`src/design/tick_task_scheduler_table_core_defines.svh`:
```
// assertion macros for the scheduler table core
`ifndef TICK_TASK_SCHEDULER_TABLE_CORE_DEFINES_SVH
`define TICK_TASK_SCHEDULER_TABLE_CORE_DEFINES_SVH

`ifndef SYNTHESIS
// same-cycle implication
`define TTS_ASSERT_SAME(lbl, pre, post, msg) \
   lbl: assert property (@(posedge clock) disable iff (reset) (pre) |-> (post)) \
      else $error(msg);
// next-cycle implication
`define TTS_ASSERT_NEXT(lbl, pre, post, msg) \
   lbl: assert property (@(posedge clock) disable iff (reset) (pre) |=> (post)) \
      else $error(msg);
`else
`define TTS_ASSERT_SAME(lbl, pre, post, msg)
`define TTS_ASSERT_NEXT(lbl, pre, post, msg)
`endif

`endif

```
`src/design/tts_pkg.sv`:
```
package tts_pkg;

   // most run results one dispatch beat may cause
   localparam int MAX_OUT = 16;
   localparam int CNT_W   = 5;

   localparam logic [1:0] MODE_TICK     = 2'd0;
   localparam logic [1:0] MODE_ADD      = 2'd1;
   localparam logic [1:0] MODE_DISPATCH = 2'd2;
   localparam logic [1:0] MODE_DELETE   = 2'd3;

   localparam logic [2:0] ST_OK     = 3'd0;
   localparam logic [2:0] ST_FULL   = 3'd1;
   localparam logic [2:0] ST_RUN    = 3'd2;
   localparam logic [2:0] ST_NONE   = 3'd3;
   localparam logic [2:0] ST_BADIDX = 3'd4;

   localparam logic [7:0] PENDING_MAX = 8'd255;

   typedef struct packed {
      logic [1:0]  mode;
      logic [4:0]  slot_index;
      logic [15:0] start_delay;
      logic [15:0] repeat_period;
   } req_type;

   typedef struct packed {
      logic [4:0] result_slot;
      logic [2:0] status;
      logic       last;
   } rsp_type;

   typedef struct packed {
      logic [15:0] delay;
      logic [15:0] period;
      logic [7:0]  pending;
   } entry_type;

   typedef enum logic [1:0] {
      S_IDLE,
      S_SINGLE,
      S_WALK
   } state_type;

endpackage

```
`src/design/tts_slot_ram.sv`:
```
module tts_slot_ram #(
   parameter int DEPTH = 16,
   parameter int AW    = 4
) (
   input  logic                clock,
   input  logic                wr_en,
   input  logic [AW-1:0]       wr_addr,
   input  tts_pkg::entry_type  wr_data,
   input  logic                rd_en,
   input  logic [AW-1:0]       rd_addr,
   output tts_pkg::entry_type  rd_data
);
   import tts_pkg::*;

   entry_type slot_mem_ff [DEPTH];
   entry_type rd_data_ff;

   always_ff @(posedge clock) begin
      if (wr_en) begin
         slot_mem_ff[wr_addr] <= wr_data;
      end
      if (rd_en) begin
         rd_data_ff <= slot_mem_ff[rd_addr];
      end
   end

   assign rd_data = rd_data_ff;

endmodule

```
`src/design/tick_task_scheduler_table_core.sv`:
```
// channel | ports                          | beat moves
// --------+--------------------------------+----------------------------------------
// request | req_valid req_ready req_data   | mode, slot_index, start_delay, period
// result  | rsp_valid rsp_ready rsp_data   | result_slot, status, last
//
// add, delete and a dispatch with nothing ready load the result register from the single state
// tick walks every slot of the slot memory, then the single state loads the result register
// dispatch walks one slot a cycle through the read and modify stages,
// and the walk pauses while a result waits on rsp_ready
// synchronous active-high reset clears valid and ready bits, walk state and rsp_valid only
// one beat is worked at a time; a new request is taken while the last result still waits
`include "tick_task_scheduler_table_core_defines.svh"

module tick_task_scheduler_table_core #(
   parameter int NUM_SLOTS = 16
) (
   input  logic              clock,
   input  logic              reset,
   input  logic              req_valid,
   output logic              req_ready,
   input  tts_pkg::req_type  req_data,
   output logic              rsp_valid,
   input  logic              rsp_ready,
   output tts_pkg::rsp_type  rsp_data
);
   import tts_pkg::*;

   localparam int IW = (NUM_SLOTS > 1) ? $clog2(NUM_SLOTS) : 1;
   localparam int CW = $clog2(NUM_SLOTS + 1);
   localparam logic [4:0]    NONE_CODE = 5'(NUM_SLOTS);
   localparam logic [CW-1:0] SCAN_END  = CW'(NUM_SLOTS);

   // control state
   state_type              state_ff, state_in;
   logic [NUM_SLOTS-1:0]   valid_ff, valid_in;   // slot holds a task
   logic [NUM_SLOTS-1:0]   ready_ff, ready_in;   // slot has pending runs
   logic [CW-1:0]          rd_idx_ff, rd_idx_in;
   logic                   proc_valid_ff, proc_valid_in;
   logic [IW-1:0]          proc_idx_ff, proc_idx_in;
   logic [CNT_W-1:0]       cnt_ff, cnt_in;
   logic                   rsp_valid_ff, rsp_valid_in;

   // payload
   req_type                item_ff, item_in;
   rsp_type                rsp_ff, rsp_in;

   // slot memory port
   logic                   rd_en;
   logic [IW-1:0]          rd_addr;
   entry_type              rd_data;
   logic                   wr_en;
   logic [IW-1:0]          wr_addr;
   entry_type              wr_data;

   entry_type              tick_entry;
   entry_type              disp_entry;
   logic                   free_found;
   logic [IW-1:0]          free_idx;
   logic                   more_ready;

   logic                   accept;
   logic                   out_free;
   logic                   is_tick;
   logic                   walk_emit;
   logic                   walk_last;
   logic                   stall;
   logic                   scan_done;
   logic                   del_bad;

   tts_slot_ram #(
      .DEPTH (NUM_SLOTS),
      .AW    (IW)
   ) u_slot_ram (
      .clock   (clock),
      .wr_en   (wr_en),
      .wr_addr (wr_addr),
      .wr_data (wr_data),
      .rd_en   (rd_en),
      .rd_addr (rd_addr),
      .rd_data (rd_data)
   );

   // handshake and walk conditions
   assign req_ready = (state_ff == S_IDLE);
   assign accept    = req_valid && req_ready;
   assign out_free  = !rsp_valid_ff || rsp_ready;
   assign is_tick   = (item_ff.mode == MODE_TICK);

   // a dispatch walk only reports slots that still owe runs
   assign walk_emit = (state_ff == S_WALK) && proc_valid_ff &&
                      (item_ff.mode == MODE_DISPATCH) && ready_ff[proc_idx_ff];
   assign stall     = walk_emit && !out_free;
   assign walk_last = walk_emit &&
                      ((cnt_ff == CNT_W'(MAX_OUT - 1)) || !more_ready);
   assign scan_done = (rd_idx_ff == SCAN_END) && !proc_valid_ff;
   assign del_bad   = ({1'b0, item_ff.slot_index} >= 6'(NUM_SLOTS));

   // lowest free slot for add
   always_comb begin
      free_found = 1'b0;
      free_idx   = '0;
      for (int i = NUM_SLOTS - 1; i >= 0; i--) begin
         if (!valid_ff[i]) begin
            free_found = 1'b1;
            free_idx   = IW'(i);
         end
      end
   end

   // any ready slot above the one in hand decides the last flag
   always_comb begin
      more_ready = 1'b0;
      for (int i = 0; i < NUM_SLOTS; i++) begin
         if (ready_ff[i] && (i > int'(proc_idx_ff))) begin
            more_ready = 1'b1;
         end
      end
   end

   // tick update of one slot
   always_comb begin
      tick_entry = rd_data;
      if (rd_data.delay == '0) begin
         if (rd_data.pending != PENDING_MAX) begin
            tick_entry.pending = rd_data.pending + 8'd1;
         end
         if (rd_data.period != '0) begin
            tick_entry.delay = rd_data.period;
         end
      end else begin
         tick_entry.delay = rd_data.delay - 16'd1;
      end
   end

   // dispatch update of one slot
   always_comb begin
      disp_entry         = rd_data;
      disp_entry.pending = rd_data.pending - 8'd1;
   end

   // next state
   always_comb begin
      state_in = state_ff;
      case (state_ff)
         S_IDLE: begin
            if (accept) begin
               if (req_data.mode == MODE_TICK) begin
                  state_in = S_WALK;
               end else if (req_data.mode == MODE_DISPATCH && ready_ff != '0) begin
                  state_in = S_WALK;
               end else begin
                  state_in = S_SINGLE;
               end
            end
         end
         S_SINGLE: begin
            if (out_free) begin
               state_in = S_IDLE;
            end
         end
         S_WALK: begin
            if (walk_last && !stall) begin
               state_in = S_IDLE;
            end else if (scan_done) begin
               state_in = is_tick ? S_SINGLE : S_IDLE;
            end
         end
         default: begin
            state_in = S_IDLE;
         end
      endcase
   end

   // datapath and outputs
   always_comb begin
      item_in       = item_ff;
      valid_in      = valid_ff;
      ready_in      = ready_ff;
      rd_idx_in     = rd_idx_ff;
      proc_valid_in = proc_valid_ff;
      proc_idx_in   = proc_idx_ff;
      cnt_in        = cnt_ff;
      rsp_valid_in  = rsp_valid_ff && !rsp_ready;
      rsp_in        = rsp_ff;
      rd_en         = 1'b0;
      rd_addr       = rd_idx_ff[IW-1:0];
      wr_en         = 1'b0;
      wr_addr       = proc_idx_ff;
      wr_data       = rd_data;

      case (state_ff)
         S_IDLE: begin
            if (accept) begin
               item_in       = req_data;
               rd_idx_in     = '0;
               proc_valid_in = 1'b0;
               cnt_in        = '0;
            end
         end

         S_WALK: begin
            if (!stall) begin
               // read stage: fetch the next slot
               if (rd_idx_ff != SCAN_END) begin
                  rd_en         = 1'b1;
                  proc_idx_in   = rd_idx_ff[IW-1:0];
                  proc_valid_in = 1'b1;
                  rd_idx_in     = rd_idx_ff + CW'(1);
               end else begin
                  proc_valid_in = 1'b0;
               end

               // modify stage: write back the slot the read stage fetched
               if (proc_valid_ff) begin
                  if (is_tick) begin
                     if (valid_ff[proc_idx_ff]) begin
                        wr_en   = 1'b1;
                        wr_data = tick_entry;
                        if (rd_data.delay == '0) begin
                           ready_in[proc_idx_ff] = 1'b1;
                        end
                     end
                  end else if (walk_emit) begin
                     wr_en   = 1'b1;
                     wr_data = disp_entry;
                     if (rd_data.period == '0) begin
                        // one-shot task leaves the table
                        valid_in[proc_idx_ff] = 1'b0;
                        ready_in[proc_idx_ff] = 1'b0;
                     end else begin
                        ready_in[proc_idx_ff] = (disp_entry.pending != '0);
                     end
                     rsp_valid_in       = 1'b1;
                     rsp_in.result_slot = 5'(proc_idx_ff);
                     rsp_in.status      = ST_RUN;
                     rsp_in.last        = walk_last;
                     cnt_in             = cnt_ff + CNT_W'(1);
                  end
               end
            end
         end

         S_SINGLE: begin
            if (out_free) begin
               rsp_valid_in = 1'b1;
               rsp_in.last  = 1'b1;
               case (item_ff.mode)
                  MODE_TICK: begin
                     rsp_in.result_slot = NONE_CODE;
                     rsp_in.status      = ST_OK;
                  end
                  MODE_ADD: begin
                     if (free_found) begin
                        valid_in[free_idx] = 1'b1;
                        ready_in[free_idx] = 1'b0;
                        wr_en              = 1'b1;
                        wr_addr            = free_idx;
                        wr_data.delay      = item_ff.start_delay;
                        wr_data.period     = item_ff.repeat_period;
                        wr_data.pending    = '0;
                        rsp_in.result_slot = 5'(free_idx);
                        rsp_in.status      = ST_OK;
                     end else begin
                        rsp_in.result_slot = NONE_CODE;
                        rsp_in.status      = ST_FULL;
                     end
                  end
                  MODE_DISPATCH: begin
                     rsp_in.result_slot = NONE_CODE;
                     rsp_in.status      = ST_NONE;
                  end
                  MODE_DELETE: begin
                     if (del_bad) begin
                        rsp_in.result_slot = NONE_CODE;
                        rsp_in.status      = ST_BADIDX;
                     end else begin
                        // cleared bits make the stale entry read as empty
                        valid_in[item_ff.slot_index[IW-1:0]] = 1'b0;
                        ready_in[item_ff.slot_index[IW-1:0]] = 1'b0;
                        rsp_in.result_slot = item_ff.slot_index;
                        rsp_in.status      = ST_OK;
                     end
                  end
                  default: begin
                     rsp_in.result_slot = NONE_CODE;
                     rsp_in.status      = ST_OK;
                  end
               endcase
            end
         end

         default: begin
            rsp_valid_in = rsp_valid_ff && !rsp_ready;
         end
      endcase
   end

   always_ff @(posedge clock) begin
      if (reset) begin
         state_ff      <= S_IDLE;
         valid_ff      <= '0;
         ready_ff      <= '0;
         rd_idx_ff     <= '0;
         proc_valid_ff <= 1'b0;
         proc_idx_ff   <= '0;
         cnt_ff        <= '0;
         rsp_valid_ff  <= 1'b0;
      end else begin
         state_ff      <= state_in;
         valid_ff      <= valid_in;
         ready_ff      <= ready_in;
         rd_idx_ff     <= rd_idx_in;
         proc_valid_ff <= proc_valid_in;
         proc_idx_ff   <= proc_idx_in;
         cnt_ff        <= cnt_in;
         rsp_valid_ff  <= rsp_valid_in;
      end
   end

   // payload registers
   always_ff @(posedge clock) begin
      item_ff <= item_in;
      rsp_ff  <= rsp_in;
   end

   assign rsp_valid = rsp_valid_ff;
   assign rsp_data  = rsp_ff;

   // a slot with pending runs always holds a task
   `TTS_ASSERT_SAME(a_ready_in_valid, 1'b1, (ready_ff & ~valid_ff) == '0, "ready slot not valid")

   // a stalled dispatch result keeps its slot in the modify stage
   `TTS_ASSERT_NEXT(a_stall_hold, stall, $stable(proc_idx_ff) && proc_valid_ff, "stall lost slot")

   // one dispatch never reports more than the result limit
   `TTS_ASSERT_SAME(a_disp_bound, walk_emit, cnt_ff < CNT_W'(MAX_OUT), "dispatch over limit")

endmodule

```
`config.mk`:
```
export PLATFORM = sky130hd
export DESIGN_NAME = tick_task_scheduler_table_core
export DESIGN_NICKNAME = d
export VERILOG_FILES = /design/src/design/tts_pkg.sv /design/src/design/tts_slot_ram.sv /design/src/design/tick_task_scheduler_table_core.sv
export VERILOG_INCLUDE_DIRS = /design/src /design/src/design
export SDC_FILE = /design/constraint.sdc
export NUM_CORES = 1
export LEC_CHECK = 0
export BUFFER_PORTS_ARGS = -buffer_cell sky130_fd_sc_hd__buf_2
export CAP_MARGIN = 20
export CORE_ASPECT_RATIO = 0.75
export CORE_MARGIN = 2
export CORE_UTILIZATION = 57
export DETAILED_ROUTE_END_ITERATION = 10
export GPL_TIMING_DRIVEN = 0
export PLACE_DENSITY = 0.76
export SLEW_MARGIN = 20
export SYNTH_ARGS = -nofsm -noshare
export SYNTH_HDL_FRONTEND = slang
export SYNTH_HIERARCHICAL = 1
export SYNTH_SLANG_ARGS = --single-unit
```
`constraint.sdc`:
```
create_clock -name clock -period 5.59 [get_ports clock]
set_input_delay 1.118 -clock clock [delete_from_list [all_inputs] [get_ports clock]]
set_output_delay 1.118 -clock clock [all_outputs]
set_load 0.01 [all_outputs]
```
==> results.toml <==
[timing]
finalSetupViolations = 0
fin_setup_tns_ns = 0
worst_pin_slew_ns = 1.101
slew_violations = 0
post-route-period-util_pct = 86.73
hold_viol = 0
fin_worst_skew_ns = 0.02048
fin_crit_ns = 4.848
fin_ws_ns = 0.7417
timing.fmax_ghz = 0.2063
slew_headroom_pct = 26.02
rsz0062_at_grt = "false"

[critical_path]
crit_required_ns = 5.89
endpoint_kind = "register"
crit_arrival_ns = 5.15
start_kind = "register"
critical-path-max-stage-delay_ns = 0.87
reg2regPathDepth = 8
r2r-end = "u_slot_ram/slot_mem_ff[0][3]"
cp_max_fo = 16
cp_slowest_cell = "a211oi_2"
rrSetupSlack_ns = 0.74
path_class = "reg2reg"
cp_cell_sequence = "buf_2 -> nand4_1 -> o41ai_1 -> o21ai_0 -> nand3_1 -> clkbuf_1 -> o21ai_0 -> a211oi_2"
cpMostUsedCell = "o21ai_0"
timing.rr.start = "valid_ff[1]"

[route]
dr.pass1.iters = 7
vias = 20956
drc = 0
antenna_left = 0
dr.first_iter.drc_count = 3288
detail_route.wl_per_cell_um = 31.97
wl_mm = 95.80
viasPerCell = 6.995

[synth]
syn-num-nets = 2031
avgSynthCellArea_um2 = 16.70
async_reset_ff_share_pct = 0
syn_area_mm2 = 0.03302
synth.distinct_cells = 79
netlist_instances = 1977
synth_edf_count = 728
ys_seq_area_share_pct = 69.24
synth_ff_type = "edfxtp_1"
synth.yosys.warnings = 6
ys_ff_latch = 778

[pwr]
fin_total_pwr_mw = 15.01
powerDensity_mw_per_mm2 = 397.1
ir_drop_mv = 0.2859
leakage_nw = 11.97

[global_routing]
grt_pass1_wl_mm = 137.8
overflow = 0
grt.total_usage_pct = 32.65
grt_pass1_vias = 20096
grt_antenna_before_repair = 4
grt_max_degree = 27

[placement]
placed_cells = 2863
portBuffers = 53
hpwl_mm = 65.43
pre_cts_slack_ns = 0.5550
place.gp.congestion = 0.9744
dpl-instance-area_mm2 = 0.03540

[clock_network]
cts_htree_levels = 3
clock_path_buffers = 3
ctsHoldBuffers = 0
postCtsSetupBuffers = 0
path_clk_slew_ns = 0.07
cts.sinks = 778
cts_inserted_buffers = 74
cts_tree = "built"
root_buffer = "clkbuf_16"
insertion_delay_ns = 0.65
ctsResizeCount = 0

[final_layout]
design_area_mm2 = 0.03779
nFillCells = 3826
fin_cells = 2996
drive_above_1_share_pct = 18.61
area_growth_pct = 14.46
nets = 2214

[floorplan]
io_pins = 54
fp.dieArea_mm2 = 0.05989
die_height_um = 212.4
die_w_um = 281.9
start_util_pct = 57.58
row_count = 76
core-area_mm2 = 0.05734

[run]
maxCapViolations = 0

[worst_hold_path]
min_to = "cnt_ff[3]"
min_path_cells = 2
hold_path.class = "reg2reg"
min_from = "cnt_ff[3]"

[run_status]
status = "complete, no violations"
[cell usage after synthesis, drive strengths merged (5+ instances only)]
cell type,n,area [um2]
a211oi,16,120.1
a21oi,60,300.3
a221o,5,50.05
a221oi,7,61.31
a22o,19,166.4
a22oi,97,728.2
a311oi,8,76.32
a31oi,15,93.84
a32oi,6,52.55
and2,9,56.30
and3,12,75.07
and4,11,96.34
buf,46,420.4
clkbuf,76,286.5
dfxtp,50,1001
edfxtp,728,21860
ha,11,137.6
inv,33,123.9
mux2,8,90.09
mux2i,16,172.7
mux4,164,3923
nand2,141,529.3
nand2b,8,50.05
nand3,33,165.2
nand3b,7,52.55
nand4,13,81.33
nor2,104,390.4
nor2b,27,168.9
nor3,40,210.2
nor4,13,87.58
o2111ai,10,87.58
o211ai,9,67.56
o21a,8,60.06
o21ai,71,355.3
o311a,7,81.33
o31ai,8,60.06
o32ai,7,61.31
or2,6,37.54
or3,9,56.30
[power breakdown]
part / total, mW / leakage (nW) / switching [mW] / internal [mW]
Combinational: 2.58 / 3.82 / 1.86 / 0.720
Clock: 4.98 / 1.14 / 2.25 / 2.74
Sequential: 7.44 / 7.02 / 0.184 / 7.26
Total: 15.0 / 12.0 / 4.29 / 10.7
[final cells by class]
class | count | area, um2 | area share, %
antenna | 2 | 5.005 | 0.01324
buffer | 122 | 706.9 | 1.871
clock buffer | 87 | 1922 | 5.085
clock inverter | 43 | 452.9 | 1.198
inverter | 33 | 126.4 | 0.3344
multi-input combinational | 1044 | 9497 | 25.13
sequential | 778 | 22860 | 60.49
tap | 780 | 975.9 | 2.582
timing repair buffer | 107 | 1245 | 3.294
[critical path, delay by kind of cell, from the launching register on]
kind | cells | cell delay (ns)
AND/OR/NAND/NOR | 2 | 0.73
flip-flops | 1 | 0.33
AO/OA/AOI/OAI | 4 | 2.33
buffers and inverters | 2 | 1.11
[worst max path at each step]
stage	depth (start not counted)	to	startpoint	slack, ns
global route	10	u_slot_ram/slot_mem_ff[15][37]	state_ff[1]	0.61
global placement	5	u_slot_ram/slot_mem_ff[4][35]	rsp_ready	-3.85
floorplan	4	u_slot_ram/slot_mem_ff[4][0]	rsp_ready	0.14
finish	8	u_slot_ram/slot_mem_ff[0][3]	valid_ff[1]	0.74
CTS	9	u_slot_ram/slot_mem_ff[15][33]	valid_ff[1]	0.56
detailed placement	9	u_slot_ram/slot_mem_ff[15][14]	valid_ff[1]	0.55
[cell families (layout without fill, tap and decap cells)]
kind of cell	after synthesis	count (layout)	synth area share [%]
flip-flops	778	778	69.24
AND/OR/NAND/NOR	444	444	6.514
AO/OA/AOI/OAI	396	396	8.504
multiplexers	188	188	12.68
buffers and inverters	155	392	2.516
adder cells (fa/ha/maj)	11	11	0.4168
XOR/XNOR	5	5	0.1326
other	0	2	0
[per-stage QoR]
step           utilization [%]  hold slack [ns]
3_3_place_gp             59.76           0.4630
6_report                 65.91           0.5094
2_1_floorplan                -           0.4539
3_5_place_dp             61.74           0.4945
4_1_cts                  65.88           0.5030
5_1_grt                  65.91           0.5288
[state kept, by name, summed over array words and instances, names as in the netlist]
name / count
valid_ff: 16
ready_ff: 16
item_ff: 39
rsp_valid: 1
proc_valid_ff: 1
proc_idx_ff: 4
state_ff: 2
u_slot_ram/rd_data: 40
rsp_data: 9
rd_idx_ff: 5
u_slot_ram/slot_mem_ff: 640
cnt_ff: 5
[layout by cell type, fill, tap and decap left out, types with 17 or more instances in the layout]
cell type	n
mux4_1	61
edfxtp_1	728
clkbuf_1	87
a22o_1	19
buf_12	17
nand2_1	141
mux4_2	103
inv_1	31
o21ai_0	64
nor3_1	31
a21oi_1	60
buf_2	78
nor2_1	91
clkbuf_16	75
nor2b_1	27
nand3_1	33
buf_16	21
dfxtp_1	50
a22oi_1	97
[routing by layer]
metal  share of wire (%)  global-route usage, %  vias up  wire [um]
met1                  40                  49.20    10657      38590
met3                  13                  9.209      227      12870
met2                  43                  46.07     1565      41100
li1                    -                      -     8505          -
met4                 3.4                  11.13        2       3234
met5              0.0084                      0        -          8
Power figures use the tool's default switching activity.
